File: config.mk
export PLATFORM = sky130hd
export DESIGN_NAME = gfau_ram
export DESIGN_NICKNAME = d
export VERILOG_FILES = /design/src/rtl/core/gfau_ram.sv
export SDC_FILE = /design/constraint.sdc
export NUM_CORES = 2
export LEC_CHECK = 0
export BUFFER_PORTS_ARGS = -buffer_cell sky130_fd_sc_hd__buf_2
export CAP_MARGIN = 40
export CORE_AREA = 4 4 435 394
export CTS_BUF_LIST = sky130_fd_sc_hd__clkbuf_16
export DETAILED_ROUTE_END_ITERATION = 8
export DIE_AREA = 0 0 439 398
export SYNTH_ARGS = -nofsm -noshare
export SYNTH_HDL_FRONTEND = slang
export SYNTH_SLANG_ARGS = --single-unit
File: constraint.sdc
create_clock -name clk -period 2.95 [get_ports clk]
set_input_delay 0.1475 -clock clk [delete_from_list [all_inputs] [get_ports clk]]
set_output_delay 0.1475 -clock clk [all_outputs]
set_load 0.005 [all_outputs]
File: src/rtl/core/gfau_ram.sv
// Generic single-write, single-read RAM with registered read data.
module gfau_ram #(
    parameter int WIDTH  = 8,
    parameter int DEPTH  = 256,
    localparam int ADDR_W = $clog2(DEPTH)
) (
    input  logic              clk,
    input  logic              we,
    input  logic [ADDR_W-1:0] waddr,
    input  logic [WIDTH-1:0]  wdata,
    input  logic              re,
    input  logic [ADDR_W-1:0] raddr,
    output logic [WIDTH-1:0]  rdata
);

    logic [WIDTH-1:0] mem [DEPTH];
    logic [WIDTH-1:0] rdata_reg;

    // Write port and registered read port
    always_ff @(posedge clk)
    begin
        if (we)
        begin
            mem[waddr] <= wdata;
        end
        if (re)
        begin
            rdata_reg <= mem[raddr];
        end
    end

    assign rdata = rdata_reg;

endmodule

# Yosys cells after proc, flatten, opt, wreduce, memory -nomap -nowiden

Memory sizes are Yosys's and may differ from the RTL's. A register that Yosys moved wholly into a read port is not among the register bits.
Cells that the tools add are included.

Muxes and demuxes: 2

Operator list:

| cell             | number |
|---|---|
| 2-to-1 mux 1 bit | 2 |

Register bits after elaboration: 0
Memory bits (writable): 2048
Bits of input ports: 27
Output and inout bits: 8
Word-level logic and storage cells: 3
Memories kept: 1

Memories:

| name | depth | bits a word | read ports | clocked after Yosys merged registers in | wr ports | RTL line | text |
|---|---|---|---|---|---|---|---|
| mem  | 256   | 8           | 1          | 1                                       | 1        | 16       | `logic [WIDTH-1:0] mem [DEPTH];` |

# Depth between registers and ports, before layout

Depth after elaboration: 2
Depth in mapped cells: 11

# Worst setup path before layout

No wires, ideal clock.

Path type: input to register
Start point: input raddr[0]
End point: register rdata_reg[2] (netlist: rdata[2]), read port of mem, data pin
Setup time: 0.269 ns
Arrival time: 1.955 ns
Required time: 2.681 ns
Slack: 0.726 ns
Stages: 9
Buffers on the path: 4
Cells stage by stage: buf_6 buf_12 buf_8 buf_2 mux4_2 a22oi_1 a21oi_1 nor4_1 nor4_2

RTL lines:

| what            | RTL line | text |
|---|---|---|
| start, declared | 12       | `input logic [ADDR_W-1:0] raddr,` |
| end, declared   | 17       | `logic [WIDTH-1:0] rdata_reg;` |

==> impl_metrics.toml <==
[synthesis]
postSynthCellCount = 3733
netlist_top_cells_area = "edfxtp_1, mux4_2, mux2i_1"
synth_seq_area_share = 0.7753
synthTopCellsByCount = "edfxtp_1, mux4_2, nor2_1"
syn_avg_cell_area_um2 = 21.33
synth_enable_flop_cells = 2056
ys.flop_type = "edfxtp_1"
post-synth-top-count-cell = "edfxtp_1"
yosys.cell_types.count = 54
netlist.area_leader.share = 0.7753
syn_area_um2 = 79640
yosysWarningCount = 0
ys_ff_latch = 2056
yosysTopAreaCell = "edfxtp_1"
syn-num-nets = 3760
async_reset_ff_frac = 0

[timing]
max-slew-margin-rel = 0.4079
tightest_slew_ns = 0.8800
final_max_slew_viol_count = 0
min_period_over_period = 0.9750
rsz0062_at_grt = "no"
fmax_ghz = 0.3477
fin_crit_ns = 2.876
final-setup-viol-count = 0
whs_ns = 0.1012
hold_viol_final = 0
clock_skew_ns = 0.03994
fin_ws_ns = 0.07385

[critical_path]
worstPathBufferInverterCount = 2
crit_family = "compound AO/OA/AOI/OAI gates"
worst-path-max-fanout = 1
startpoint = "mem[211][3]"
start_kind = "register"
cp-end-kind = "register"
critPathMaxStageDelay_ns = 0.52
path_cells = "mux4_2, a22o_1, a221oi_1, o32ai_1, nor3_1, buf_4, buf_4, nor4_1"
cp_common_cell = "buf_4"
path_class = "reg -> reg"
required_ns = 3.52
cp.arrival_ns = 3.45
slowest_stage = "mux4_2"
rr_startpoint = "mem[211][3]"

[pwr]
p_leak_nw = 29.98
total_power_mw = 59.97
clockPowerShare = 0.408
power_per_cell_area_nw_per_um2 = 646.0
peakVddDrop_v = 0.0005135
p_sw_mw = 12.82
swShare = 0.2138
seqPwrFrac = 0.538
p_comb_frac = 0.054
internal-power_mw = 47.14

[grt]
grt_use_total = 0.2350
grt_pass1_wl_um = 293500
grt-ovfl-total = 0
antenna_found_initial = 11
first_global_vias = 40092
grt_max_degree = 129

[floorplanning]
die-area_um2 = 174700
io_pins = 35
row_count = 142
die_w_um = 439
initial_core_util = 0.4789
die_h_um = 398
core_um2 = 166300

[placement]
port_buffers = 34
dp_hpwl_um = 129800
pre_cts_ws_ns = -0.3192
gp_congestion = 0.8292

[min_path]
min_from = "waddr[4]"
hold_path_class = "in -> reg"

[cts]
clk_pin_slew_ns = 0.06
ctsHtreeMaxLevel = 4
clockBufferDepth = 3
cts_buffers = 199
clock_latency_ns = 0.84
tritoncts = "done"
cts.sinks = 2056
cts-root-buf = "clkbuf_16"

[layout]
n_fill_cell = 12587
final_nets = 4355
largest_reg_flops = 2048
area_growth_pct = 16.56
drive_above_1_share = 0.3009

[drt]
drc = 0
vias = 40329
firstDrtPassIters = 6
ant_nets = 0
post_drt_wl_per_cell_um = 30.28
drt_iter0_drc = 4836
viasPerCell = 5.999
wirelength_um = 203600

[job]
drv_cap = 0

[run_status]
outcome = "completed"
## tightest hold or removal path, delay by kind of cell
family                 cells  cell delay, ns
and+or+nand+nor            3            0.26
buffers and inverters      2            0.35
## cell usage in the layout, fill, tap and decap left out, types with 5 or more instances in the layout
| cell type | n |
|---|---|
| a221oi_1 | 13 |
| inv_6 | 7 |
| nor2b_1 | 28 |
| nor3_1 | 22 |
| clkbuf_16 | 201 |
| o22a_1 | 5 |
| a22o_1 | 8 |
| o21ai_0 | 10 |
| mux2i_1 | 134 |
| bufinv_16 | 15 |
| nor2_1 | 279 |
| dlygate4sd3_1 | 17 |
| nand2b_1 | 8 |
| nand3_2 | 6 |
| clkinvlp_4 | 5 |
| edfxtp_1 | 2056 |
| o22ai_1 | 28 |
| buf_4 | 514 |
| a211oi_1 | 16 |
| mux4_2 | 454 |
| a22oi_1 | 133 |
| diode_2 | 5 |
| and2_1 | 6 |
| nor4_1 | 24 |
| clkinv_8 | 5 |
| buf_8 | 10 |
| buf_2 | 24 |
| o221ai_1 | 46 |
| o211ai_1 | 10 |
| a21oi_1 | 96 |
| nand3_1 | 28 |
| clkinv_1 | 42 |
| nand4_1 | 10 |
| nand2_1 | 33 |
| inv_1 | 58 |
| buf_12 | 59 |
| clkinv_2 | 23 |
## power by group through the flow
stage          registers, mW  clock network [mW]  logic, mW
6_report                32.3                24.5       3.24
5_1_grt                 32.2                26.2       3.44
4_1_cts                 32.3                24.9       3.27
3_5_place_dp            32.9                   0       3.25
3_3_place_gp            32.9                   0       3.20
2_1_floorplan           32.9                   0       1.56
## cell families after synthesis
logic type             count (synthesis)  share of synthesized area
buffers and inverters                235                    0.01829
and+or+nand+nor                      466                    0.02625
muxes                                591                     0.1460
AOI/OAI and AO/OA                    385                    0.03416
DFF                                 2056                     0.7753
## path summary, 6_finish.rpt
| path | slack (ns) | cells past startpoint | end |
|---|---|---|---|
| setup / recovery | 0.07 | 8 | rdata[3] |
| hold / removal | 0.10 | 5 | mem[110][0] |
| setup reg to reg | 0.07 | 8 | rdata[3] |
| hold reg to reg | 1.18 | 7 | rdata[3] |
## routing by layer
| layer | global-route usage | wire length (um) |
|---|---|---|
| met1 | 0.3418 | 84300 |
| met2 | 0.3591 | 95280 |
| met3 | 0.05307 | 18030 |
| met4 | 0.07013 | 5961 |
| met5 | 0 | 10 |
## stage by stage
step           setup TNS, ns  std cells  instance area, um2    util
2_1_floorplan              0       3733               79640       -
3_3_place_gp          -3.600       6334               86330  0.5191
3_5_place_dp          -1.371       6342               86400  0.5195
4_1_cts                    0       6718               92810  0.5581
5_1_grt                    0       6719               92820  0.5581
6_report                   0       6723               92830  0.5582
## area by class of cell
class | instances | area (um2) | area share
sequential | 2056 | 61740 | 0.6651
tap | 2232 | 2793 | 0.03008
inverter | 2 | 7.507 | 0.00008087
multi-input combinational | 1442 | 16520 | 0.1779
antenna | 5 | 12.51 | 0.0001348
clock buffer | 201 | 5030 | 0.05419
timing repair buffer | 627 | 5514 | 0.05940
clock inverter | 158 | 1215 | 0.01309
## repair_timing
| action | in CTS | in global routing |
|---|---|---|
| resized for setup | 0 | 0 |
| hold buffers | 17 | 0 |
| buffers inserted | 0 | 0 |
| hold endpoints to repair | 636 | 0 |
No activity file was read; power rests on OpenSTA's default activity.
