**src/rtl/core/gfau_pkg.sv**
```systemverilog
// Shared types, constants and helpers of the GF(2^m) arithmetic unit.
package gfau_pkg;

    // Largest supported field degree; symbols and tables are sized from it
    localparam int MAX_DEGREE = 8;
    localparam int MIN_DEGREE = 2;

    localparam int SYM_W      = MAX_DEGREE;
    localparam int TBL_DEPTH  = 1 << SYM_W;
    localparam int M_W        = $clog2(MAX_DEGREE + 1);
    // Reduction input width: the exponent field or a log product
    localparam int RED_W      = (2 * SYM_W > 16) ? 2 * SYM_W : 16;
    // Sum of up to RED_W/2 digits of at most SYM_W bits each
    localparam int SUM_W      = SYM_W + 5;
    localparam int BYTE_EXT_W = (SYM_W > 8) ? SYM_W : 8;

    // Configuration port
    localparam int APB_ADDR_W = 3;
    localparam logic REG_FIELD_DEGREE = 1'b0;
    localparam logic REG_POLY_TAPS    = 1'b1;
    localparam logic [3:0] FIELD_DEGREE_RST = 4'd8;
    localparam logic [7:0] POLY_TAPS_RST    = 8'd29;

    // Request types
    typedef enum logic [2:0] {
        OP_ADD     = 3'd0,
        OP_MUL     = 3'd1,
        OP_DIV     = 3'd2,
        OP_POW     = 3'd3,
        OP_INV     = 3'd4,
        OP_LOG     = 3'd5,
        OP_ANTILOG = 3'd6
    } op_t;

    typedef struct packed {
        logic [2:0]  req_type;
        logic [7:0]  operand_a;
        logic [7:0]  operand_b;
        logic [15:0] exponent;
    } req_t;

    typedef struct packed {
        logic [7:0] result;
        logic       error;
    } rsp_t;

    // Effective field parameters derived from the configuration registers
    typedef struct packed {
        logic [M_W-1:0]   m;
        logic [SYM_W-1:0] n;
        logic [SYM_W-1:0] top;
        logic [SYM_W-1:0] taps;
    } cfg_t;

    // Table write port driven by the builder
    typedef struct packed {
        logic             log_we;
        logic [SYM_W-1:0] log_addr;
        logic [SYM_W-1:0] log_data;
        logic             alog_we;
        logic [SYM_W-1:0] alog_addr;
        logic [SYM_W-1:0] alog_data;
    } tbl_wr_t;

    // Table read port driven by the datapath
    typedef struct packed {
        logic             re;
        logic [SYM_W-1:0] log_a_addr;
        logic [SYM_W-1:0] log_b_addr;
        logic [SYM_W-1:0] alog_addr;
    } tbl_rd_t;

    // Byte field to symbol width
    function automatic logic [SYM_W-1:0] to_sym(input logic [7:0] x);
        logic [BYTE_EXT_W-1:0] ext;
        ext = BYTE_EXT_W'(x);
        return SYM_W'(ext);
    endfunction

    // Symbol to byte field
    function automatic logic [7:0] to_byte(input logic [SYM_W-1:0] x);
        logic [BYTE_EXT_W-1:0] ext;
        ext = BYTE_EXT_W'(x);
        return 8'(ext);
    endfunction

endpackage

```
**src/rtl/core/gfau_table_builder.sv**
```systemverilog
// Sequencer that clears the log table and fills both tables by an LFSR walk.
module gfau_table_builder (
    input  logic            clk,
    input  logic            rst_n,
    input  logic            start,
    input  gfau_pkg::cfg_t  cfg,
    output logic            busy,
    output gfau_pkg::tbl_wr_t wr
);
    import gfau_pkg::*;

    typedef enum logic [2:0] {
        ST_CLEAR = 3'b001,
        ST_WALK  = 3'b010,
        ST_RUN   = 3'b100
    } state_t;

    state_t           state_reg, state_next;
    logic [SYM_W-1:0] cnt_reg, cnt_next;
    logic [SYM_W-1:0] v_reg, v_next;
    logic [SYM_W-1:0] v_step;

    // Next LFSR value: shift left, fold the top bit back through the taps
    always_comb
    begin
        if ((v_reg & cfg.top) != '0)
        begin
            v_step = cfg.taps ^ (((v_reg ^ cfg.top) << 1) & cfg.n);
        end
        else
        begin
            v_step = (v_reg << 1) & cfg.n;
        end
    end

    // Sequencer and table writes
    always_comb
    begin
        state_next = state_reg;
        cnt_next   = cnt_reg;
        v_next     = v_reg;
        wr         = '0;
        unique case (state_reg)
            ST_CLEAR:
            begin
                wr.log_we   = 1'b1;
                wr.log_addr = cnt_reg;
                if (cnt_reg == '1)
                begin
                    state_next = ST_WALK;
                    cnt_next   = '0;
                    v_next     = SYM_W'(1);
                end
                else
                begin
                    cnt_next = cnt_reg + SYM_W'(1);
                end
            end
            ST_WALK:
            begin
                wr.alog_we   = 1'b1;
                wr.alog_addr = cnt_reg;
                wr.alog_data = v_reg;
                wr.log_we    = 1'b1;
                wr.log_addr  = v_reg;
                wr.log_data  = cnt_reg;
                v_next       = v_step;
                if (cnt_reg == cfg.n - SYM_W'(1))
                begin
                    state_next = ST_RUN;
                end
                else
                begin
                    cnt_next = cnt_reg + SYM_W'(1);
                end
            end
            ST_RUN:
            begin
            end
            default:
            begin
                state_next = ST_CLEAR;
                cnt_next   = '0;
            end
        endcase
        // a configuration write restarts the build
        if (start)
        begin
            state_next = ST_CLEAR;
            cnt_next   = '0;
        end
    end

    always_ff @(posedge clk or negedge rst_n)
    begin
        if (!rst_n)
        begin
            state_reg <= ST_CLEAR;
            cnt_reg   <= '0;
            v_reg     <= SYM_W'(1);
        end
        else
        begin
            state_reg <= state_next;
            cnt_reg   <= cnt_next;
            v_reg     <= v_next;
        end
    end

    assign busy = (state_reg != ST_RUN);

endmodule

```
**config.mk**
```make
export PLATFORM = sky130hd
export DESIGN_NAME = gfau_table_builder
export DESIGN_NICKNAME = d
export VERILOG_FILES = /design/src/rtl/core/gfau_pkg.sv /design/src/rtl/core/gfau_table_builder.sv
export SDC_FILE = /design/constraint.sdc
export NUM_CORES = 1
export LEC_CHECK = 0
export ABC_AREA = 1
export BUFFER_PORTS_ARGS = -buffer_cell sky130_fd_sc_hd__buf_2
export CAP_MARGIN = 20
export CORE_UTILIZATION = 50
export DETAILED_ROUTE_END_ITERATION = 8
export HOLD_SLACK_MARGIN = 0.08
export PLACE_DENSITY = 0.8
export SYNTH_ARGS = -nofsm -noshare
export SYNTH_HDL_FRONTEND = slang
export SYNTH_SLANG_ARGS = --single-unit
```
**constraint.sdc**
```tcl
create_clock -name clk -period 3 [get_ports clk]
set_input_delay 0.6 -clock clk [delete_from_list [all_inputs] [get_ports clk]]
set_output_delay 0.6 -clock clk [all_outputs]
set_load 0.1 [all_outputs]
```
# Word level (Yosys, flattened, before mapping)
# Index checks and enable logic that the tools add are counted.
# word_totals
output_inout_bits	35
regBits	19
# op_classes
eq_ne	11
reduce_logical	5
n_bitwise	5
muxes	13
addsub	2
# ops
cell	n
two-way mux 8 bit	5
two-way mux 25 bit	1
AND 8 bit	3
one-hot mux 8 bit (3 select lines)	1
one-hot mux 9 bit (2 select lines)	1
one-hot mux 8 bit (2 select lines)	1
inequality test 3 bit (second input constant)	4
two-way mux 3 bit	3
one-hot mux 3 bit (3 select lines)	1
adder 8 x 1 -> 8 bit (second input constant)	1
== test 8 bit	1
== test 8 bit (second input constant)	1
nonzero test 8 bit	1
subtractor 8 x 1 -> 8 bit (second input constant)	1
XOR 8 bit	1
XOR 7 bit	1
inequality test 2 bit (second input constant)	2
AND reduction 2 bit	2
== test 3 x 1 -> 1 bit (second input constant)	1
== test 3 x 2 -> 1 bit (second input constant)	1
== test 3 bit (second input constant)	1
AND reduction 3 bit	1
nonzero test 2 bit	1

# Longest topological paths before layout
# Gate-level depths: netlist of the first run.
# logic_depth
word_depth	5
mapped_depth	13

# Worst setup path after synthesis of the first run
# OpenSTA, ideal clock, no wires.
# synth_path
kind	register to output
startpoint	reg state_reg[2]
endpoint	out wr[20] (netlist bit)
path_stages_with_launch	6
n_path_buf	2
path_slack_ns	-0.389
arrival_ns	2.789
cell_sequence	dfrtp_1 -> nor3_4 -> inv_2 -> buf_1 -> nor2_1 -> buf_4
# synth_lines
item	line	text
start, declared	gfau_table_builder.sv:18	state_t state_reg, state_next;
start signal, assigned	gfau_table_builder.sv:104	state_reg <= state_next;
end, declared	gfau_table_builder.sv:8	output gfau_pkg::tbl_wr_t wr

==> results of run 1 <==
==> routing by layer <==
layer	GRT usage (%)	vias to the layer above	routed length, um	part of all wire [%]
met4	13.6	0	61	1.3
met1	32.8	909	2120	44
met5	0	-	0	0
li1	-	1000	-	-
met2	42.3	75	2250	47
met3	3.99	4	352	7.4
==> stage by stage <==
step	util, %	setup slack, ps	setup TNS [ps]	total power [W]
floorplan	-	-389	-3990	0.000387
finish	63.7	439	0	0.000615
detailed placement	62.4	736	0	0.000437
CTS	63.7	444	0	0.000617
global route	63.7	348	0	0.000650
global placement	62.4	731	0	0.000434
==> area by class of cell <==
type | count | area [um^2]
clock buffer | 3 | 41.3
clock inverter | 1 | 5.00
fill | 343 | 1260
inverter | 39 | 146
multi-input combinational | 206 | 1170
sequential | 19 | 478
tap | 46 | 57.6
timing repair buffer | 62 | 313
==> placed cells by master (no fill, tap or decap), types with 2 or more instances in the layout <==
cell type | synthesis | layout
inv_2 | 10 | 10
a211oi_1 | 2 | 2
a21oi_1 | 11 | 11
nand3_1 | 22 | 22
nor2_2 | 4 | 4
inv_1 | 29 | 29
nand2_1 | 70 | 70
nor4_1 | 2 | 2
o22ai_1 | 15 | 15
nor2_1 | 25 | 25
dfrtp_1 | 17 | 17
ha_1 | 9 | 9
xnor2_1 | 11 | 11
dfstp_2 | 2 | 2
o21ai_0 | 10 | 10
nor3_4 | 2 | 2
nor2_4 | 4 | 4
nand2_2 | 4 | 4
buf_2 | 5 | 61
clkbuf_8 | 0 | 3
xor2_1 | 2 | 2
nand4_1 | 5 | 5
==> report_power, final <==
group / internal [W] / switching [W]
Clock: 0.0000925 / 0.0000904
Sequential: 0.000265 / 0.00000931
Combinational: 0.0000531 / 0.000105
==> critical path, delay by kind of cell (launching register included) <==
family | cells | cell delay (ps)
simple gates | 1 | 250
compound gates | 1 | 170
flops | 1 | 570
buf+inv | 3 | 700
==> cells in the mapped netlist, types with 2 or more instances <==
library cell  number  area [um^2]
nand2_2            4         25.0
ha_1               9          113
nand2_1           70          263
dfrtp_1           17          425
xnor2_1           11         96.3
buf_2              5         25.0
o22ai_1           15         93.8
nor3_4             2         32.5
inv_1             29          109
nor4_1             2         12.5
xor2_1             2         17.5
nor2_1            25         93.8
o21ai_0           10         50.1
nor2_4             4         45.0
dfstp_2            2         52.6
nand4_1            5         31.3
buf_1              2         7.51
inv_2             10         37.5
nor2_2             4         25.0
nand3_1           22          110
buf_4              8         60.1
a211oi_1           2         15.0
a21oi_1           11         55.1
==> worst min path at each step <==
stage	slack (ps)	cells past startpoint	to
2_1_floorplan	300	0	cnt_reg[0]
3_3_place_gp	560	2	v_reg[0]
3_5_place_dp	560	2	cnt_reg[1]
4_1_cts	290	1	v_reg[6]
5_1_grt	310	1	cnt_reg[5]
6_report	280	1	v_reg[6]
==> kinds of logic (layout without fill, tap and decap cells) <==
group,Yosys count,in the layout,share of synthesized area (%)
fa+ha+maj,9,9,5.96
flops,19,19,25.3
buf+inv,55,105,12.8
simple gates,141,141,36.0
xor+xnor,14,14,6.88
compound gates,42,42,13.0
==> key figures, run 1 <==
Place
  • Hpwl dp: 3.68 mm
  • Routability cong.: 0.870
  • Buffers on Ports: 61
  • Placed inst area: 2160 um^2
  • Cells after DPL: 372

Timing
  • Max-slew violations: 0
  • # setup viols final: 0
  • Skew final: 1.98 ps
  • Worst Tran Pin Value: 489 ps
  • Worst hold margin: 275 ps
  • Max transition margin: 67.6%
  • Fmax achieved: 0.390 GHz
  • Post-layout min period: 2560 ps
  • RSZ-0062 raised after global routing: no
  • Fin crit share: 85.4%
  • Hold Vio Cnt, Final: 0

Die
  • Initial core utilization: 54.5%
  • # rows: 21
  • Chip Height: 63.5 um
  • Ports: 66
  • Die W: 63.5 um
  • Core ar.: 3470 um^2
  • Die Footprint: 4030 um^2

Status
  • Status: finished clean

Setup path
  • Ordered list of cells on the worst path: inv_2, nor3_4, inv_2, o22ai_1, buf_2
  • Cell mode on critical path: inv_2
  • Slowest cell on the critical path: dfstp_2
  • Crit. End Element: primary output
  • CP required: 2400 ps
  • Worst R2R Start: cnt_reg[0]
  • Worst r2r dst: v_reg[4]
  • CP Max Fanout: 13
  • Crit path launch: state_reg[0]
  • Critical path arrival: 1960 ps
  • Cells on worst reg2reg path: 6
  • Largest stage delay on the critical path: 570 ps
  • Reg2reg setup slack: 1190 ps
  • CP Class: reg2out
  • Setup crit end: wr[28]
  • Startpoint type of the worst setup path: flop

Clock tree
  • Worst-skew pair later-pin latency: 260 ps
  • CTS Buf Count: 3
  • Root buf cell: clkbuf_8
  • CTS tree: done
  • Clock transition at path regs: 70 ps
  • Resized cells post-CTS: 0
  • CTS Sinks: 19
  • Hold buffer count at cts: 0
  • Setup Fix Bufs, Post-CTS: 0
  • CTS max path bufs: 2
  • H-tree depth: 1

GRT
  • First-pass GRT wire length: 8.31 mm
  • Largest net degree at the start of global routing: 29
  • Vias in the first global route: 1,960
  • Total track usage: 26.0%
  • Antenna violations before repair: 0
  • Congestion Overflow GR: 0

Synthesis
  • Synth Flop Type: dfrtp_1
  • Seq cells post-synth: 19
  • Syn nets: 320
  • Cell variety after synth: 32
  • EDFF count, synth: 0
  • Syn Inst Count: 280
  • Netlist Area Pre-Place: 1890 um^2
  • Sequential-to-total area share from yosys stat: 25.3%
  • YS warnings: 0
  • Avg Inst Size Synth: 6.75 um^2
  • Ys async rst share: 100%

Finish
  • # diodes: 0
  • Area delta synth->final: 16.9%
  • Fin cells: 376
  • Share of cells above drive strength 1: 29.4%
  • Post-route cell area: 2210 um^2
  • Net count reported at finish: 371

Job
  • MaxCap Viol Count: 0

Power
  • Power Density: 278 nW/um^2
  • Leak: 1.22 nW
  • Peak VDD IR: 214 uV

Detailed routing
  • DR iter-0 viols: 125
  • DRC Markers: 0
  • First-pass DRT Iterations: 4
  • Wirelength per Cell: 12.7 um
  • DRT Wirelength: 4.78 mm
  • DR vias: 1,988
  • Antenna-violating nets left: 0
  • Drt via density: 5.29

Worst hold path
  • Min-Delay Path Class: in2async
Power figures use the tool's default switching activity.
==> inputs of run 2 (changes only) <==
--- a/config.mk
+++ b/config.mk
@@ -9,6 +9,7 @@
 export BUFFER_PORTS_ARGS = -buffer_cell sky130_fd_sc_hd__buf_2
 export CAP_MARGIN = 20
 export CORE_UTILIZATION = 50
+export CTS_BUF_LIST = sky130_fd_sc_hd__clkbuf_4
 export DETAILED_ROUTE_END_ITERATION = 8
 export HOLD_SLACK_MARGIN = 0.08
 export PLACE_DENSITY = 0.8
==> run 2 against run 1 <==
  * Utilization decreased by 0.54 points
  * Final area fell by 0.85%
  * First-iteration DRC count fell by 1.6%
  * Combinational power is essentially flat
  * Non-clock buffer count unchanged
  * Count of clock-buffer cells in the layout unchanged
  * Clock skew about the same
  * Critical endpoint unchanged
  * Largest power group unchanged
==> key figures, run 2 (same netlist as run 1, synthesis figures left out) <==
Die
  • # rows: 21
  • Chip Height: 63.5 um
  • Ports: 66
  • Die Footprint: 4030 um^2
  • Die W: 63.5 um
  • Core ar.: 3470 um^2
  • Initial core utilization: 54.5%

Power
  • Clock Power Share: 23.8%
  • Peak VDD IR: 127 uV
  • Combinational Power Share: 27.9%
  • Power Density: 259 nW/um^2
  • Int Power: 0.000368 W
  • NetSw: 0.000200 W
  • Seq pwr share: 48.3%
  • Net Sw Frac: 35.2%
  • Leak: 1.21 nW

Clock tree
  • Worst-skew pair later-pin latency: 300 ps
  • CTS max path bufs: 2
  • H-tree depth: 1
  • CTS Buf Count: 3
  • CTS Sinks: 19
  • CTS tree: done
  • Setup Fix Bufs, Post-CTS: 0
  • Hold buffer count at cts: 0
  • Root buf cell: clkbuf_4
  • Resized cells post-CTS: 0
  • Clock transition at path regs: 110 ps

Timing
  • Hold Vio Cnt, Final: 0
  • Max-slew violations: 0
  • Fin crit share: 87.8%
  • Worst Tran Pin Value: 489 ps
  • Post-route setup slack: 367 ps
  • Max transition margin: 67.6%
  • Fmax achieved: 0.380 GHz
  • # setup viols final: 0
  • Skew final: 1.55 ps
  • Post-layout min period: 2630 ps
  • Worst hold margin: 217 ps
  • RSZ-0062 raised after global routing: no

Detailed routing
  • Drt via density: 5.36
  • DR iter-0 viols: 123
  • Met1 wire length: 2.08 mm
  • First-pass DRT Iterations: 5
  • DRT Wirelength: 4.74 mm
  • Met2 WL post-DR: 2.25 mm
  • DR vias: 2,017
  • Met3 wire length: 369 um
  • Wirelength per Cell: 12.6 um
  • Highest routed metal layer: met4
  • DRC Markers: 0
  • Antenna-violating nets left: 0

Setup path
  • Startpoint type of the worst setup path: flop
  • CP Class: reg2out
  • Crit. End Element: primary output
  • CP required: 2400 ps
  • CP Max Fanout: 13
  • Critical path arrival: 2030 ps

Finish
  • Net count reported at finish: 371
  • # diodes: 0
  • Share of cells above drive strength 1: 29.4%
  • Commonest non-fill, non-tap cell in the layout: nand2_1
  • Final core utilization: 63.2%
  • Layout fillers: 349
  • Area delta synth->final: 15.9%
  • Most frequent cells in the layout: 70 x nand2_1, 61 x buf_2, 29 x inv_1

GRT
  • Antenna violations before repair: 0
  • Total track usage: 25.7%
  • Congestion Overflow GR: 0
  • Vias in the first global route: 1,956
  • Largest net degree at the start of global routing: 29
  • First-pass GRT wire length: 8.29 mm

Job
  • MaxCap Viol Count: 0

Place
  • Buffers on Ports: 61
  • Hpwl dp: 3.68 mm
  • Routability cong.: 0.870
  • Setup WS pre-CTS: 736 ps

Worst hold path
  • Min-Delay Path Class: in2async

Status
  • Status: finished clean
## run 2: cell counts in the layout (fill, tap and decap cells not counted)
Identical to the previous run, type by type.
## run 2: power groups by stage
stage / clock network (W) / logic, W / registers [W]
final: 0.000135 / 0.000158 / 0.000274
after CTS: 0.000137 / 0.000158 / 0.000274
after detailed placement: 0 / 0.000158 / 0.000279
after global placement: 0 / 0.000155 / 0.000279
after global routing: 0.000148 / 0.000178 / 0.000276
after floorplan: 0 / 0.000111 / 0.000276
## run 2: worst paths after layout
kind,start,end,slack (ps),depth (start not counted)
setup / recovery,state_reg[0],wr[28],370,5
hold / removal,rst_n,v_reg[6],220,1
setup reg to reg,cnt_reg[0],v_reg[4],1170,6
hold reg to reg,v_reg[0],v_reg[0],580,2
max in group asynchronous,rst_n,state_reg[0],2430,1
min in group clk,cfg[0],v_reg[0],570,5
## run 2: final cells by class
class / instances / area (um^2) / area share [%]
timing repair buffer: 62 / 313 / 14.3
sequential: 19 / 478 / 21.8
multi-input combinational: 206 / 1170 / 53.4
inverter: 39 / 146 / 6.68
clock buffer: 3 / 22.5 / 1.03
clock inverter: 1 / 5.00 / 0.228
tap: 46 / 57.6 / 2.63
## run 2: per-stage QoR
| stage | std cells | area (um^2) | TNS (ps) | total power, W |
|---|---|---|---|---|
| after CTS | 376 | 2190 | 0 | 0.000569 |
| after floorplan | 280 | 1890 | -3990 | 0.000387 |
| final | 376 | 2190 | 0 | 0.000568 |
| after detailed placement | 372 | 2160 | 0 | 0.000437 |
| after global routing | 376 | 2190 | 0 | 0.000602 |
| after global placement | 372 | 2160 | 0 | 0.000434 |
## run 2: worst max-delay path: stages (launching register included)
cell and delay (ps):
dfstp_2 580, inv_2 50, nor3_4 250, inv_2 200, o22ai_1 180, buf_2 460
## run 2: per-layer routing
| metal | GRT usage, % | vias to the layer above |
|---|---|---|
| li1 | - | 1002 |
| met1 | 32.9 | 918 |
| met4 | 10.2 | 0 |
| met2 | 41.9 | 90 |
| met5 | 0 | - |
| met3 | 5.07 | 7 |
==> inputs of run 3 (changes only) <==
--- a/config.mk
+++ b/config.mk
@@ -8,9 +8,12 @@
 export ABC_AREA = 1
 export BUFFER_PORTS_ARGS = -buffer_cell sky130_fd_sc_hd__buf_2
 export CAP_MARGIN = 20
+export CORE_MARGIN = 5
 export CORE_UTILIZATION = 50
 export CTS_BUF_LIST = sky130_fd_sc_hd__clkbuf_4
+export CTS_CLUSTER_SIZE = 24
 export DETAILED_ROUTE_END_ITERATION = 8
+export GPL_TIMING_DRIVEN = 0
 export HOLD_SLACK_MARGIN = 0.08
 export PLACE_DENSITY = 0.8
 export SYNTH_ARGS = -nofsm -noshare
==> run 3 against run 2 <==
  * Clock skew grew 1.8 ps
  * Final cell count grew 4.3%
  * Combinational power is essentially flat
  * Via count grew 2.7%
  * Fmax shrank 7.7%
  * Count of clock-buffer cells in the layout is the same
  * Worst hold slack gained 6.0 ps
  * Clock power grew 4%
  * Setup slack lost 220 ps
  * Largest cell class unchanged
==> key figures, run 3 (same netlist as run 1, synthesis figures left out) <==
Setup path
  • Reg2reg setup slack: 1100 ps
  • Largest stage delay on the critical path: 470 ps
  • Top delay family on crit path: buffers and inverters
  • Slowest cell on the critical path: dfrtp_1
  • Worst R2R Start: v_reg[1]
  • Crit. End Element: primary output
  • Cells on worst reg2reg path: 6
  • CP Class: reg2out
  • Buf/Inv on CP: 3
  • CP Max Fanout: 10
  • Ordered list of cells on the worst path: nor3_4, inv_2, buf_1, o22ai_1, buf_2
  • Worst r2r dst: v_reg[2]
  • Startpoint type of the worst setup path: flop
  • CP required: 2400 ps
  • Critical path arrival: 2250 ps
  • Instance count on the critical path: 5

Clock tree
  • CTS Buf Count: 3
  • CTS tree: done
  • Root buf cell: clkbuf_4
  • CTS max path bufs: 2
  • Setup Fix Bufs, Post-CTS: 0
  • CTS Sinks: 19
  • H-tree depth: 1
  • Worst-skew pair later-pin latency: 310 ps
  • Resized cells post-CTS: 0
  • Hold buffer count at cts: 0
  • Clock transition at path regs: 120 ps

Detailed routing
  • DR iter-0 viols: 146
  • Drt via density: 5.29
  • DRT Wirelength: 5.42 mm
  • DR vias: 2,072
  • DRC Markers: 0
  • Wirelength per Cell: 13.8 um
  • Antenna-violating nets left: 0
  • First-pass DRT Iterations: 5

Worst hold path
  • Min-Delay Path Class: in2async

Power
  • Combinational Power Share: 28.0%
  • Clock Power Share: 24.5%
  • Seq pwr share: 47.5%
  • Net Sw Frac: 35.9%
  • Power Total: 0.000576 W
  • Peak VDD IR: 194 uV
  • Leak: 1.27 nW
  • Power Density: 251 nW/um^2
  • Int Power: 0.000369 W
  • NetSw: 0.000207 W

Die
  • Initial core utilization: 51.6%
  • Chip Height: 71.5 um
  • Die W: 71.5 um
  • # rows: 22
  • Die Footprint: 5110 um^2
  • Core ar.: 3660 um^2
  • Ports: 66

Finish
  • Commonest non-fill, non-tap cell in the layout: nand2_1
  • Area delta synth->final: 21.3%
  • Most frequent cells in the layout: 70 x nand2_1, 60 x buf_2, 29 x inv_1
  • Post-route cell area: 2290 um^2
  • # diodes: 0
  • Net count reported at finish: 385
  • Share of cells above drive strength 1: 31.4%

Place
  • Hpwl dp: 4.17 mm
  • Buffers on Ports: 60
  • Routability cong.: 0.875
  • Placed inst area: 2250 um^2

Timing
  • Skew final: 3.40 ps
  • Worst hold margin: 223 ps
  • Max-slew violations: 0
  • Max transition margin: 65.7%
  • Worst Tran Pin Value: 514 ps
  • Fmax achieved: 0.350 GHz
  • RSZ-0062 raised after global routing: no
  • Fin crit share: 95.1%
  • Post-layout min period: 2850 ps
  • # setup viols final: 0
  • Hold Vio Cnt, Final: 0

GRT
  • Total track usage: 21.6%
  • Vias in the first global route: 2,045
  • Antenna violations before repair: 0
  • Largest net degree at the start of global routing: 20
  • First-pass GRT wire length: 9.07 mm
  • Congestion Overflow GR: 0

Status
  • Status: finished clean

Job
  • MaxCap Viol Count: 0
-- run 3: power groups by stage --
stage               Combinational, W  Clock, W  Sequential, W
floorplan                   0.000111         0       0.000276
global placement            0.000158         0       0.000278
detailed placement          0.000161         0       0.000278
CTS                         0.000162  0.000151       0.000274
global route                0.000177  0.000155       0.000276
finish                      0.000161  0.000141       0.000274
-- run 3: how the worst max path moves through the flow --
stage                 start     end  slack [ps]
2_1_floorplan  state_reg[2]  wr[20]        -390
3_3_place_gp   state_reg[2]  wr[19]         500
3_5_place_dp   state_reg[2]  wr[17]         500
4_1_cts        state_reg[2]  wr[20]         110
5_1_grt        state_reg[2]  wr[25]           2
6_report       state_reg[2]  wr[26]         150
-- run 3: layer usage --
layer	part of all wire, %	GRT usage, %	up-vias	wire, um
met5	0	0	-	0
met4	0.89	3.97	0	48
met3	7.6	4.63	6	411
met2	50	38.3	78	2730
met1	41	27.1	957	2220
li1	-	-	1031	-
-- run 3: layout make-up --
cell class / instances / area, um^2
clock buffer: 3 / 22.5
inverter: 39 / 146
multi-input combinational: 206 / 1170
buffer: 16 / 96.3
clock inverter: 1 / 7.51
fill: 344 / 1370
timing repair buffer: 60 / 313
sequential: 19 / 478
tap: 48 / 60.1
-- run 3: per-stage QoR --
step           instances  worst slack, ps  TNS [ps]  util (%)
2_1_floorplan        280             -389     -3990         -
3_3_place_gp         388              496         0      61.5
6_report             392              146         0      62.6
4_1_cts              392              113         0      62.3
5_1_grt              392             1.64         0      62.6
3_5_place_dp         388              496         0      61.5
