**src/rtl/core/gfau_pkg.sv**
```systemverilog
// Shared types, constants and helpers of the GF(2^m) arithmetic unit.
package gfau_pkg;

    // Largest supported field degree; symbols and tables are sized from it
    localparam int MAX_DEGREE = 8;
    localparam int MIN_DEGREE = 2;

    localparam int SYM_W      = MAX_DEGREE;
    localparam int TBL_DEPTH  = 1 << SYM_W;
    localparam int M_W        = $clog2(MAX_DEGREE + 1);
    // Reduction input width: the exponent field or a log product
    localparam int RED_W      = (2 * SYM_W > 16) ? 2 * SYM_W : 16;
    // Sum of up to RED_W/2 digits of at most SYM_W bits each
    localparam int SUM_W      = SYM_W + 5;
    localparam int BYTE_EXT_W = (SYM_W > 8) ? SYM_W : 8;

    // Configuration port
    localparam int APB_ADDR_W = 3;
    localparam logic REG_FIELD_DEGREE = 1'b0;
    localparam logic REG_POLY_TAPS    = 1'b1;
    localparam logic [3:0] FIELD_DEGREE_RST = 4'd8;
    localparam logic [7:0] POLY_TAPS_RST    = 8'd29;

    // Request types
    typedef enum logic [2:0] {
        OP_ADD     = 3'd0,
        OP_MUL     = 3'd1,
        OP_DIV     = 3'd2,
        OP_POW     = 3'd3,
        OP_INV     = 3'd4,
        OP_LOG     = 3'd5,
        OP_ANTILOG = 3'd6
    } op_t;

    typedef struct packed {
        logic [2:0]  req_type;
        logic [7:0]  operand_a;
        logic [7:0]  operand_b;
        logic [15:0] exponent;
    } req_t;

    typedef struct packed {
        logic [7:0] result;
        logic       error;
    } rsp_t;

    // Effective field parameters derived from the configuration registers
    typedef struct packed {
        logic [M_W-1:0]   m;
        logic [SYM_W-1:0] n;
        logic [SYM_W-1:0] top;
        logic [SYM_W-1:0] taps;
    } cfg_t;

    // Table write port driven by the builder
    typedef struct packed {
        logic             log_we;
        logic [SYM_W-1:0] log_addr;
        logic [SYM_W-1:0] log_data;
        logic             alog_we;
        logic [SYM_W-1:0] alog_addr;
        logic [SYM_W-1:0] alog_data;
    } tbl_wr_t;

    // Table read port driven by the datapath
    typedef struct packed {
        logic             re;
        logic [SYM_W-1:0] log_a_addr;
        logic [SYM_W-1:0] log_b_addr;
        logic [SYM_W-1:0] alog_addr;
    } tbl_rd_t;

    // Byte field to symbol width
    function automatic logic [SYM_W-1:0] to_sym(input logic [7:0] x);
        logic [BYTE_EXT_W-1:0] ext;
        ext = BYTE_EXT_W'(x);
        return SYM_W'(ext);
    endfunction

    // Symbol to byte field
    function automatic logic [7:0] to_byte(input logic [SYM_W-1:0] x);
        logic [BYTE_EXT_W-1:0] ext;
        ext = BYTE_EXT_W'(x);
        return 8'(ext);
    endfunction

endpackage

```
**src/rtl/core/gfau_datapath.sv**
```systemverilog
// Request pipeline: log lookups, exponent reduction, antilog lookup, output skid.
module gfau_datapath (
    input  logic               clk,
    input  logic               rst_n,
    input  gfau_pkg::cfg_t     cfg,
    input  logic               busy,
    input  logic               req_valid,
    output logic               req_ready,
    input  gfau_pkg::req_t     req_data,
    output logic               rsp_valid,
    input  logic               rsp_ready,
    output gfau_pkg::rsp_t     rsp_data,
    output gfau_pkg::tbl_rd_t  rd,
    input  logic [gfau_pkg::SYM_W-1:0] log_a_q,
    input  logic [gfau_pkg::SYM_W-1:0] log_b_q,
    input  logic [gfau_pkg::SYM_W-1:0] alog_q
);
    import gfau_pkg::*;

    localparam int MAX_DIGITS = RED_W / MIN_DEGREE;

    typedef struct packed {
        logic             valid;
        logic [2:0]       op;
        logic [SYM_W-1:0] a;
        logic [SYM_W-1:0] b;
        logic [SUM_W-1:0] esum;
    } s1_t;

    typedef struct packed {
        logic             valid;
        logic [2:0]       op;
        logic [SYM_W-1:0] a;
        logic [SYM_W-1:0] b;
        logic [SYM_W-1:0] la;
        logic [SYM_W-1:0] lb;
        logic [SYM_W-1:0] er;
    } s2_t;

    typedef struct packed {
        logic               valid;
        logic               pow;
        logic [2*SYM_W-1:0] prod;
        logic [SYM_W-1:0]   idx;
        logic [SYM_W-1:0]   direct;
        logic               use_tbl;
        logic               err;
    } s3_t;

    typedef struct packed {
        logic             valid;
        logic             pow;
        logic [SUM_W-1:0] psum;
        logic [SYM_W-1:0] idx;
        logic [SYM_W-1:0] direct;
        logic             use_tbl;
        logic             err;
    } s4_t;

    typedef struct packed {
        logic             valid;
        logic [SYM_W-1:0] direct;
        logic             use_tbl;
        logic             err;
    } s5_t;

    // Sum of the m-bit digits: congruent to x modulo 2^m-1
    function automatic logic [SUM_W-1:0] digit_sum(input logic [RED_W-1:0] x,
                                                   input logic [M_W-1:0]   m);
        logic [SUM_W-1:0] acc;
        logic [RED_W-1:0] mask;
        acc  = '0;
        mask = (RED_W'(1) << m) - RED_W'(1);
        for (int k = 0; k < MAX_DIGITS; k++)
        begin
            acc = acc + SUM_W'((x >> (k * int'(m))) & mask);
        end
        return acc;
    endfunction

    // End-around folds and a final correction bring a digit sum below n
    function automatic logic [SYM_W-1:0] fold(input logic [SUM_W-1:0] s,
                                              input logic [M_W-1:0]   m,
                                              input logic [SYM_W-1:0] n);
        logic [SUM_W-1:0] x;
        x = s;
        for (int j = 0; j < 4; j++)
        begin
            x = (x & SUM_W'(n)) + (x >> m);
        end
        if (x >= SUM_W'(n))
        begin
            x = x - SUM_W'(n);
        end
        return SYM_W'(x);
    endfunction

    s1_t s1_reg, s1_next;
    s2_t s2_reg, s2_next;
    s3_t s3_reg, s3_next;
    s4_t s4_reg, s4_next;
    s5_t s5_reg, s5_next;

    rsp_t out_reg, out_next;
    rsp_t skid_reg, skid_next;
    logic out_valid_reg, out_valid_next;
    logic skid_valid_reg, skid_valid_next;

    logic             adv;
    logic             accept;
    logic [SYM_W-1:0] in_a;
    logic [SYM_W-1:0] in_b;
    logic [SYM_W:0]   sum_ab;
    logic [SYM_W-1:0] sub_ab;
    logic             prod_valid;
    rsp_t             prod_rsp;

    // The whole pipeline moves unless the skid stage is holding a result
    assign adv       = !skid_valid_reg;
    assign req_ready = adv && !busy;
    assign accept    = req_valid && req_ready;

    assign in_a = to_sym(req_data.operand_a) & cfg.n;
    assign in_b = to_sym(req_data.operand_b) & cfg.n;

    // Table reads: logs at accept, antilog out of stage 4
    always_comb
    begin
        rd.re         = adv;
        rd.log_a_addr = in_a;
        rd.log_b_addr = in_b;
        rd.alog_addr  = s4_reg.pow ? fold(s4_reg.psum, cfg.m, cfg.n) : s4_reg.idx;
    end

    // Stage 1: operands, exponent digit sum
    always_comb
    begin
        s1_next.valid = accept;
        s1_next.op    = req_data.req_type;
        s1_next.a     = in_a;
        s1_next.b     = in_b;
        s1_next.esum  = digit_sum(RED_W'(req_data.exponent), cfg.m);
    end

    // Stage 2: log values arrive, exponent reduced modulo n
    always_comb
    begin
        s2_next.valid = s1_reg.valid;
        s2_next.op    = s1_reg.op;
        s2_next.a     = s1_reg.a;
        s2_next.b     = s1_reg.b;
        s2_next.la    = log_a_q;
        s2_next.lb    = log_b_q;
        s2_next.er    = fold(s1_reg.esum, cfg.m, cfg.n);
    end

    // Stage 3: per-request index or direct result, power product
    assign sum_ab = {1'b0, s2_reg.la} + {1'b0, s2_reg.lb};
    assign sub_ab = (s2_reg.la >= s2_reg.lb) ? (s2_reg.la - s2_reg.lb)
                                             : (s2_reg.la + cfg.n - s2_reg.lb);

    always_comb
    begin
        s3_next       = '0;
        s3_next.valid = s2_reg.valid;
        s3_next.prod  = (2*SYM_W)'(s2_reg.la) * (2*SYM_W)'(s2_reg.er);
        unique case (s2_reg.op)
            OP_ADD:
            begin
                s3_next.direct = s2_reg.a ^ s2_reg.b;
            end
            OP_MUL:
            begin
                if (s2_reg.a != '0 && s2_reg.b != '0)
                begin
                    s3_next.use_tbl = 1'b1;
                    if (sum_ab >= {1'b0, cfg.n})
                    begin
                        s3_next.idx = SYM_W'(sum_ab - {1'b0, cfg.n});
                    end
                    else
                    begin
                        s3_next.idx = SYM_W'(sum_ab);
                    end
                end
            end
            OP_DIV:
            begin
                if (s2_reg.b == '0)
                begin
                    s3_next.err = 1'b1;
                end
                else if (s2_reg.a != '0)
                begin
                    s3_next.use_tbl = 1'b1;
                    s3_next.idx     = sub_ab;
                end
            end
            OP_POW:
            begin
                if (s2_reg.a != '0)
                begin
                    s3_next.use_tbl = 1'b1;
                    s3_next.pow     = 1'b1;
                end
            end
            OP_INV:
            begin
                if (s2_reg.a == '0)
                begin
                    s3_next.err = 1'b1;
                end
                else
                begin
                    s3_next.use_tbl = 1'b1;
                    s3_next.idx     = (s2_reg.la == '0) ? '0 : (cfg.n - s2_reg.la);
                end
            end
            OP_LOG:
            begin
                if (s2_reg.a == '0)
                begin
                    s3_next.err = 1'b1;
                end
                else
                begin
                    s3_next.direct = s2_reg.la;
                end
            end
            OP_ANTILOG:
            begin
                s3_next.use_tbl = 1'b1;
                s3_next.idx     = (s2_reg.a == cfg.n) ? '0 : s2_reg.a;
            end
            default:
            begin
            end
        endcase
    end

    // Stage 4: digit sum of the power product
    always_comb
    begin
        s4_next.valid   = s3_reg.valid;
        s4_next.pow     = s3_reg.pow;
        s4_next.psum    = digit_sum(RED_W'(s3_reg.prod), cfg.m);
        s4_next.idx     = s3_reg.idx;
        s4_next.direct  = s3_reg.direct;
        s4_next.use_tbl = s3_reg.use_tbl;
        s4_next.err     = s3_reg.err;
    end

    // Stage 5: antilog value arrives
    always_comb
    begin
        s5_next.valid   = s4_reg.valid;
        s5_next.direct  = s4_reg.direct;
        s5_next.use_tbl = s4_reg.use_tbl;
        s5_next.err     = s4_reg.err;
    end

    assign prod_valid      = s5_reg.valid && adv;
    assign prod_rsp.result = to_byte(s5_reg.use_tbl ? alog_q : s5_reg.direct);
    assign prod_rsp.error  = s5_reg.err;

    // Output register with one skid entry
    always_comb
    begin
        out_next        = out_reg;
        out_valid_next  = out_valid_reg;
        skid_next       = skid_reg;
        skid_valid_next = skid_valid_reg;
        if (rsp_ready || !out_valid_reg)
        begin
            if (skid_valid_reg)
            begin
                out_next        = skid_reg;
                out_valid_next  = 1'b1;
                skid_valid_next = 1'b0;
            end
            else
            begin
                out_next       = prod_rsp;
                out_valid_next = prod_valid;
            end
        end
        else if (prod_valid)
        begin
            skid_next       = prod_rsp;
            skid_valid_next = 1'b1;
        end
    end

    always_ff @(posedge clk or negedge rst_n)
    begin
        if (!rst_n)
        begin
            s1_reg         <= '0;
            s2_reg         <= '0;
            s3_reg         <= '0;
            s4_reg         <= '0;
            s5_reg         <= '0;
            out_valid_reg  <= 1'b0;
            skid_valid_reg <= 1'b0;
        end
        else
        begin
            if (adv)
            begin
                s1_reg <= s1_next;
                s2_reg <= s2_next;
                s3_reg <= s3_next;
                s4_reg <= s4_next;
                s5_reg <= s5_next;
            end
            out_valid_reg  <= out_valid_next;
            skid_valid_reg <= skid_valid_next;
        end
    end

    always_ff @(posedge clk)
    begin
        out_reg  <= out_next;
        skid_reg <= skid_next;
    end

    assign rsp_valid = out_valid_reg;
    assign rsp_data  = out_reg;

endmodule

```
**config.mk**
```make
export PLATFORM = sky130hd
export DESIGN_NAME = gfau_datapath
export DESIGN_NICKNAME = d
export VERILOG_FILES = /design/src/rtl/core/gfau_pkg.sv /design/src/rtl/core/gfau_datapath.sv
export SDC_FILE = /design/constraint.sdc
export NUM_CORES = 1
export LEC_CHECK = 0
export BUFFER_PORTS_ARGS = -buffer_cell sky130_fd_sc_hd__buf_2
export CAP_MARGIN = 30
export CORE_MARGIN = 5
export CORE_UTILIZATION = 40
export CTS_CLUSTER_DIAMETER = 60
export DETAILED_ROUTE_END_ITERATION = 12
export HOLD_SLACK_MARGIN = 0.15
export PLACE_DENSITY = 0.62
export SLEW_MARGIN = 0
export SYNTH_ARGS = -nofsm -noshare
export SYNTH_HDL_FRONTEND = slang
export SYNTH_SLANG_ARGS = --single-unit
```
**constraint.sdc**
```tcl
create_clock -name clk -period 15.65 [get_ports clk]
set_clock_uncertainty 0.2 [all_clocks]
set_input_delay 0 -clock clk [delete_from_list [all_inputs] [get_ports clk]]
set_output_delay 0 -clock clk [all_outputs]
set_load 0.05 [all_outputs]
```
After elaboration in Yosys (flattened, before gate mapping) --
Index checks and enable logic that the tools add are counted.
Cells by class: $add $sub $neg 31, multiply operators 5, magnitude comparators 4, eq/ne operators 7, shift-type cells 23, muxes and demuxes 28, bitwise logic cells 28, reduce and logical (&&, ||, !) cells 17
Operators with widths (count):
- $add A13 B13 Y13 | 22
- $and A13 B13 Y13 | 16
- $and A13 B8 Y13 | 8
- $mux W8 | 13
- $shr A13 B4 Y13 | 8
- $shr A16 B7 Y13 | 6
- $shr A16 B6 Y13 | 4
- $sub A8 B8 Y8 | 6
- $pmux W8 S4 | 1
- $shr A16 B4 Y13 | 2
- $shr A16 B5 Y13 | 2
- $ge A13 B8 Y1 | 2
- $logic_not A8 Y1 | 3
- $and A8 B8 Y8 | 2
- $mul A8 B8 Y16 | 1
- $pmux W8 S2 | 1
- $reduce_bool A8 Y1 | 2
- $mul A3 B4 Y7 const A | 2
- $shl A1 B4 Y13 const A | 1
- $sub A13 B2 Y13 const B | 1
- $mul A2 B4 Y6 const A | 2
- $mux W1 | 10
- $add A8 B8 Y9 | 1
- $eq A3 B3 Y1 const B | 3
- 18 further kinds | 24
Word-level totals: bits in registers 177, output and inout port bits 36, logic and storage cells 179

Longest topological paths before layout --
Gate-level depths: netlist of the first run.
depth after elaboration 11, mapped depth 72, mapped depth without buffers 64

Worst setup path after synthesis of the first run --
OpenSTA, ideal clock, no wires.
kind input port to output port, from input cfg[24] (netlist bit), to output rd[2] (netlist bit), arrival time 13.722 ns, path slack 1.728 ns, stages on the path 68, buffers on the path 11, path through buf_4 buf_2 clkbuf_1 buf_1 buf_1 clkbuf_1 buf_1 clkbuf_1 clkbuf_1 nor2_1 a21oi_1 o22a_1 a21oi_1 ha_1 fa_1 a21o_1 a221oi_2 o21ai_2 [32 not listed] or2_2 fa_1 inv_1 ha_1 nor2b_1 o21ai_0 a21boi_0 o21ai_0 a21boi_0 o21ai_0 o211ai_1 a21oi_1 nand3_1 a21oi_1 nand4_1 a21oi_4 mux2i_1 mux2i_1
RTL lines:
- from (decl) | RTL line gfau_datapath.sv:5 | input gfau_pkg::cfg_t cfg,
- to (decl) | RTL line gfau_datapath.sv:13 | output gfau_pkg::tbl_rd_t rd,

==> results by group, run 1 <==
Yosys
  – Synth cell count leaders: nand2_1 (437), nor2_1 (322), inv_1 (258)
  – Top cells by area in the synthesized netlist: fa_1 (14%), dfrtp_1 (13%), ha_1 (8.4%), nand2_1 (5.5%), mux2_2 (5.5%)
  – Post-synthesis net count: 4196
  – Seq cells post-synth: 177
  – Ys async rst share: 89.8%
  – Post-synth EDFFs: 18
  – Syn Std Cell Area: 0.0298 mm²
  – Seq/Total Area, Yosys: 15.2%
  – Post-synthesis cell type count: 105
  – YS warnings: 0
  – Synth Flop Type: dfrtp_1
  – Avg Cell Area, Syn: 8.04 µm²
  – Most common cell in the netlist: nand2_1
  – Leading area contributor after synthesis: fa_1
  – Mapped Cells: 3703
  – Share of the synthesized area in the top cell type: 13.5%

Final layout
  – Final core utilization: 43.9%
  – Layout area overhead: 9.25%
  – Nets: 4221
  – Final Cell Area: 0.0325 mm²
  – Max reg flops: 44
  – Final-layout fill cell count: 7482
  – FF+latch area: 0.00452 mm²
  – Diodes inserted: 0
  – Share of layout cells above drive strength 1: 12.1%
  – Multi-input gate area: 0.0232 mm²

Clock network
  – H-tree Lvls: 4
  – Clock transition at path regs: 0.07 ns
  – Post-cts resize count: 0
  – CTS tree: built
  – Number of buffers created by CTS: 17
  – CTS max path bufs: 2
  – CTS Sinks: 177
  – CTS root buffer: clkbuf_16
  – Clk_lat worst skew: 0.47 ns
  – Postcts setup bufs: 0

Place
  – Gp weighted congestion: 1.03
  – Placed Area: 0.0311 mm²
  – DP HPWL: 81500 µm
  – # port buffers: 111

Routing
  – First-pass DRT Iterations: 6
  – Number of vias in the routed layout: 28107
  – DR DRC count: 0
  – Avg Vias per Cell: 5.97
  – DR iter-0 viols: 2840
  – Routed WL: 109000 µm
  – Routed Antenna Nets: 0
  – Per-cell routed wire length: 23.1 µm

Global route
  – Largest net degree at the start of global routing: 126
  – Vias in the first global route: 27082
  – Initial antenna violation count: 4
  – Total Routing Usage GR: 26.6%
  – First-pass GRT wire length: 165000 µm
  – Grt ovf: 0

Timing
  – Final count of pins violating max slew: 0
  – Worst hold slack: 0.182 ns
  – Highest clock rate: 70.3 MHz
  – Final setup vio count: 0
  – Final Hold Fails: 0
  – Setup TNS: 0 ns
  – Minimum clock period: 14.23 ns
  – Period Utilization, post-route: 90.9%
  – Rel. slew slack: 29.0%
  – Worst Tran Pin Value: 1.06 ns
  – RSZ-0062 raised after global routing: no

Power
  – Flop pwr share: 18.1%
  – Sw Ratio: 51.7%
  – PwrDens: 155 mW/mm²
  – Peak VDD IR: 122 µV
  – Clk network pwr share: 8.9%
  – Comb power frac: 73.0%
  – Net Switching: 2.60 mW
  – P_leak: 14.4 nW
  – Int Pwr: 2.43 mW

Worst hold path
  – Hold/Removal Path Class: in2reg

Floorplan
  – Die area: 0.0800 mm²
  – Row cnt: 100
  – Die Span Y: 283 µm
  – Initial Utilization: 40.1%
  – Die W: 283 µm
  – Core area: 0.0742 mm²
  – IO Pins: 128

Critical path
  – Req. time, crit path: 15.45 ns
  – CP max-delay cell: dfrtp_1
  – Arr. time, crit path: 14.03 ns
  – R2R setup slack: 2.45 ns
  – Crit path max fanout: 12
  – Crit end category: output pin
  – Slowest stage delay, CP: 0.50 ns
  – Startpoint types: flop
  – Crit Path Category: reg2out

Outcome
  – Outcome: finished clean

Flow run
  – Total of max-cap violations: 0
-- routing by layer --
| layer | track usage [%] | up-vias | share of wire, % |
|---|---|---|---|
| li1 | - | 12965 | - |
| met1 | 36.1 | 13575 | 42 |
| met2 | 42.0 | 1278 | 45 |
| met3 | 4.10 | 289 | 8.0 |
| met4 | 12.4 | 0 | 5.4 |
| met5 | 0 | - | 0 |
-- logic make-up after synthesis --
family                     Yosys count  synth area share, %
DFF                                177                 15.2
buffers and inverters              518                 6.97
and+or+nand+nor                   1192                 18.6
xor gates and xnor gates           174                 5.17
muxes                              313                 12.3
AOI/OAI and AO/OA                  928                 19.9
adders and majority gates          401                 21.9
-- cell usage in the layout (no fill, tap or decap), types with 15 or more instances in the layout --
cell           count
nand3_1           74
inv_1            256
o21bai_1          15
nor2b_1           26
xnor2_1          101
a211oi_1          54
a31oi_1           17
nand2b_1          36
buf_4             66
o211ai_1          34
nand4_1           22
clkbuf_16         17
nor3_1            52
o21a_1            32
ha_1             199
nand2_1          437
o21ai_0          242
fa_1             200
a21o_1            69
a21oi_1          235
nor4_1            19
nor2_1           321
o22ai_1           48
xor2_1            70
mux2_2           145
buf_2            106
o31ai_1           19
mux2i_1          137
dfrtp_1          158
mux4_2            27
edfxtp_1          18
dlygate4sd3_1     80
and2_1           130
-- power groups by stage --
stage | clock network [mW] | registers, mW | logic, mW
after CTS | 0.455 | 0.897 | 3.66
after global routing | 0.473 | 0.926 | 4.13
after detailed placement | 0 | 0.904 | 3.59
after floorplan | 0 | 0.791 | 2.79
after global placement | 0 | 0.904 | 3.56
final | 0.446 | 0.911 | 3.68
-- critical path, delay by kind of cell, from the launching register on --
family                     cells  cell delay (ns)
DFF                            1             0.50
buffers and inverters          4             0.45
AOI/OAI and AO/OA             32             6.70
xor gates and xnor gates       2             0.57
muxes                          5             1.15
adders and majority gates      7             2.28
and+or+nand+nor               12             1.90
-- layout make-up --
class | count | share of cell area (%)
multi-input cells | 3008 | 71.3
well taps | 969 | 3.73
clock buffers | 17 | 1.31
clock inverters | 15 | 0.592
flip-flops and latches | 177 | 13.9
repair buffers | 262 | 6.11
inverters | 262 | 3.03
-- timing repair --
item	CTS	global route
endpoints found under the setup margin	0	0
hold buffers	81	0
hold endpoints to repair	152	0
-- final timing paths --
check | start | end | cells past startpoint
max | s4_reg[30]$_DFFE_PN0N_ | rd[0] | 62
min in group asynchronous | rst_n | s2_reg[24]$_DFFE_PN0N_ | 4
min | cfg[23] | s1_reg[28]$_DFFE_PN0N_ | 4
max reg2reg | s1_reg[11]$_DFFE_PN0N_ | s2_reg[1]$_DFFE_PN0N_ | 60
min reg2reg | prod_rsp[0]$_DFFE_PN0N_ | skid_reg[0]$_DFFE_PP_ | 0
max in group asynchronous | rst_n | s4_reg[24]$_DFFE_PN0N_ | 5
-- metrics by stage --
stage | worst slack, ns | power [mW] | instances
CTS | 1.52 | 5.01 | 4709
global route | 0.321 | 5.52 | 4710
detailed placement | 1.72 | 4.49 | 4596
floorplan | 1.73 | 3.58 | 3703
finish | 1.42 | 5.03 | 4710
global placement | 1.86 | 4.46 | 4591
Note: power is estimated with default switching activity, not from simulation.
==> run 2: changes to the inputs <==
--- a/config.mk
+++ b/config.mk
@@ -8,11 +8,11 @@
 export BUFFER_PORTS_ARGS = -buffer_cell sky130_fd_sc_hd__buf_2
 export CAP_MARGIN = 30
 export CORE_MARGIN = 5
-export CORE_UTILIZATION = 40
+export CORE_UTILIZATION = 28
 export CTS_CLUSTER_DIAMETER = 60
 export DETAILED_ROUTE_END_ITERATION = 12
 export HOLD_SLACK_MARGIN = 0.15
-export PLACE_DENSITY = 0.62
+export PLACE_DENSITY = 0.42
 export SLEW_MARGIN = 0
 export SYNTH_ARGS = -nofsm -noshare
 export SYNTH_HDL_FRONTEND = slang
==> constraint.sdc (replaced) <==
create_clock -name clk -period 15.65 [get_ports clk]
set_clock_uncertainty 0.2 [all_clocks]
set_input_delay 0 -clock clk [delete_from_list [all_inputs] [get_ports clk]]
set_output_delay 0 -clock clk [all_outputs]
set_load 0.1 [all_outputs]
==> run 2 against run 1 <==
Against the previous run:
- clock power grew 2%
- critical path type unchanged
- final area grew 1.6%
- flip-flop and latch count is the same
- highest routed layer unchanged
==> results by group, run 2 (synthesis gave the netlist of run 1 again) <==
Routing
  – Routed WL: 120000 µm
  – Avg Vias per Cell: 5.36
  – DR iter-0 viols: 2183
  – First-pass DRT Iterations: 6
  – Routed Antenna Nets: 0
  – DR DRC count: 0
  – Number of vias in the routed layout: 27574
  – Per-cell routed wire length: 23.4 µm

Clock network
  – CTS Sinks: 177
  – Clk_lat worst skew: 0.49 ns
  – Clock transition at path regs: 0.08 ns
  – Postcts setup bufs: 0
  – CTS max path bufs: 2
  – CTS root buffer: clkbuf_16
  – Number of buffers created by CTS: 17
  – H-tree Lvls: 4
  – CTS tree: built

Critical path
  – R2R setup slack: 2.11 ns
  – Crit Path Category: reg2out
  – CP max-delay cell: dfrtp_1
  – R2r endpoint: s2_reg[2]$_DFFE_PN0N_
  – Arr. time, crit path: 13.97 ns
  – R2R cell count: 56
  – Crit end category: output pin
  – Worst setup path startpoint: s4_reg[30]$_DFFE_PN0N_
  – Startpoint types: flop
  – Slowest stage delay, CP: 0.51 ns
  – Cell repeated most along the worst path: a21oi_1
  – Req. time, crit path: 15.45 ns
  – FF-to-FF Start: s1_reg[12]$_DFFE_PN0N_
  – CP Capture Point: rd[7]
  – Crit path max fanout: 12

Power
  – P_leak: 14.4 nW
  – Peak VDD IR: 173 µV
  – PwrDens: 163 mW/mm²
  – Total power draw: 5.39 mW

Timing
  – Minimum clock period: 14.17 ns
  – Rel. slew slack: 25.5%
  – Final count of pins violating max slew: 0
  – Period Utilization, post-route: 90.5%
  – Worst Tran Pin Value: 1.09 ns
  – Final Hold Fails: 0
  – Final worst-path setup slack: 1.48 ns
  – Setup TNS: 0 ns
  – RSZ-0062 raised after global routing: no
  – Worst hold slack: 0.149 ns
  – Highest clock rate: 70.6 MHz
  – Final setup vio count: 0

Final layout
  – Most frequent cells in the layout: nand2_1 (437), nor2_1 (321), inv_1 (256)
  – Final-layout fill cell count: 11392
  – Final Cell Area: 0.0331 mm²
  – Layout area overhead: 11.0%
  – Final std cells w/o fill: 5140
  – Nets: 4226
  – Final core utilization: 31.4%
  – Max reg flops: 44
  – Share of layout cells above drive strength 1: 12.2%
  – Commonest non-fill, non-tap cell in the layout: nand2_1

Floorplan
  – Die W: 336 µm
  – Core area: 0.105 mm²
  – Initial Utilization: 28.3%
  – Die area: 0.113 mm²
  – Die Span Y: 336 µm
  – IO Pins: 128
  – Row cnt: 119

Global route
  – First-pass GRT wire length: 180000 µm
  – Grt ovf: 0
  – Largest net degree at the start of global routing: 89
  – Vias in the first global route: 27849
  – Initial antenna violation count: 2
  – Total Routing Usage GR: 21.0%

Outcome
  – Outcome: finished clean

Flow run
  – Total of max-cap violations: 0

Place
  – Gp weighted congestion: 0.924
  – Placed cells: 5023
  – Placed Area: 0.0316 mm²
  – Pre-CTS setup slack: 1.63 ns
  – DP HPWL: 91900 µm
  – # port buffers: 111

Worst hold path
  – Hold/Removal Path Class: in2reg
[run 2: cell count changes in the layout (fill, tap and decap cells not counted), sizes merged]
cell	previous run	this run
buf	181	185
diode	0	3
bufinv	1	0
dlygate4sd3	80	81
inv	264	265
[run 2: how the worst min path moves through the flow]
stage | start | cells after the start | slack (ns) | to
floorplan | rst_n | 0 | -0.50 | prod_rsp[0]$_DFFE_PN0N_
global placement | rst_n | 1 | -0.28 | s1_reg[26]$_DFFE_PN0N_
detailed placement | rst_n | 1 | -0.28 | s1_reg[26]$_DFFE_PN0N_
CTS | alog_q[2] | 3 | 0.15 | skid_reg[3]$_DFFE_PP_
global route | cfg[19] | 4 | 0.16 | s1_reg[24]$_DFFE_PN0N_
finish | cfg[19] | 4 | 0.15 | s1_reg[24]$_DFFE_PN0N_
[run 2: layer usage]
layer,global-route usage (%),vias to the layer above,part of all wire [%]
met5,0,-,0
met1,27.5,13525,43
met2,35.0,871,47
li1,-,12962,-
met3,2.77,216,5.3
met4,8.66,0,4.6
[run 2: critical path: cells and delay by family, from the launching register on]
kind,cells,cell delay (ns)
xor gates and xnor gates,2,0.57
muxes,4,0.81
DFF,1,0.51
and+or+nand+nor,12,1.96
AOI/OAI and AO/OA,33,6.72
buffers and inverters,4,0.61
adders and majority gates,7,2.31
[run 2: what timing repair did]
item | in CTS | in global routing
setup endpoints to repair | 0 | 4
hold buffers | 82 | 0
gates resized for setup | 0 | 2
hold endpoints to repair | 222 | 0
[run 2: power by group]
part	total [mW]	switching, mW	internal, mW	leakage [nW]
Sequential	0.898	0.247	0.651	2.19
Combinational	4.03	2.46	1.57	12.0
Clock	0.454	0.238	0.216	0.292
[run 2: layout make-up]
cell class                      instances  area, µm²  share of cell area, %
Sequential cell                       177       4520                   13.7
Inverter                              262        986                   2.98
Clock inverter                         15        181                  0.549
Clock buffer                           17        425                   1.29
Tap cell                             1391       1740                   5.26
Timing Repair Buffer                  267       1990                   6.03
Antenna cell                            3       7.51                 0.0227
Multi-Input combinational cell       3008      23200                   70.2
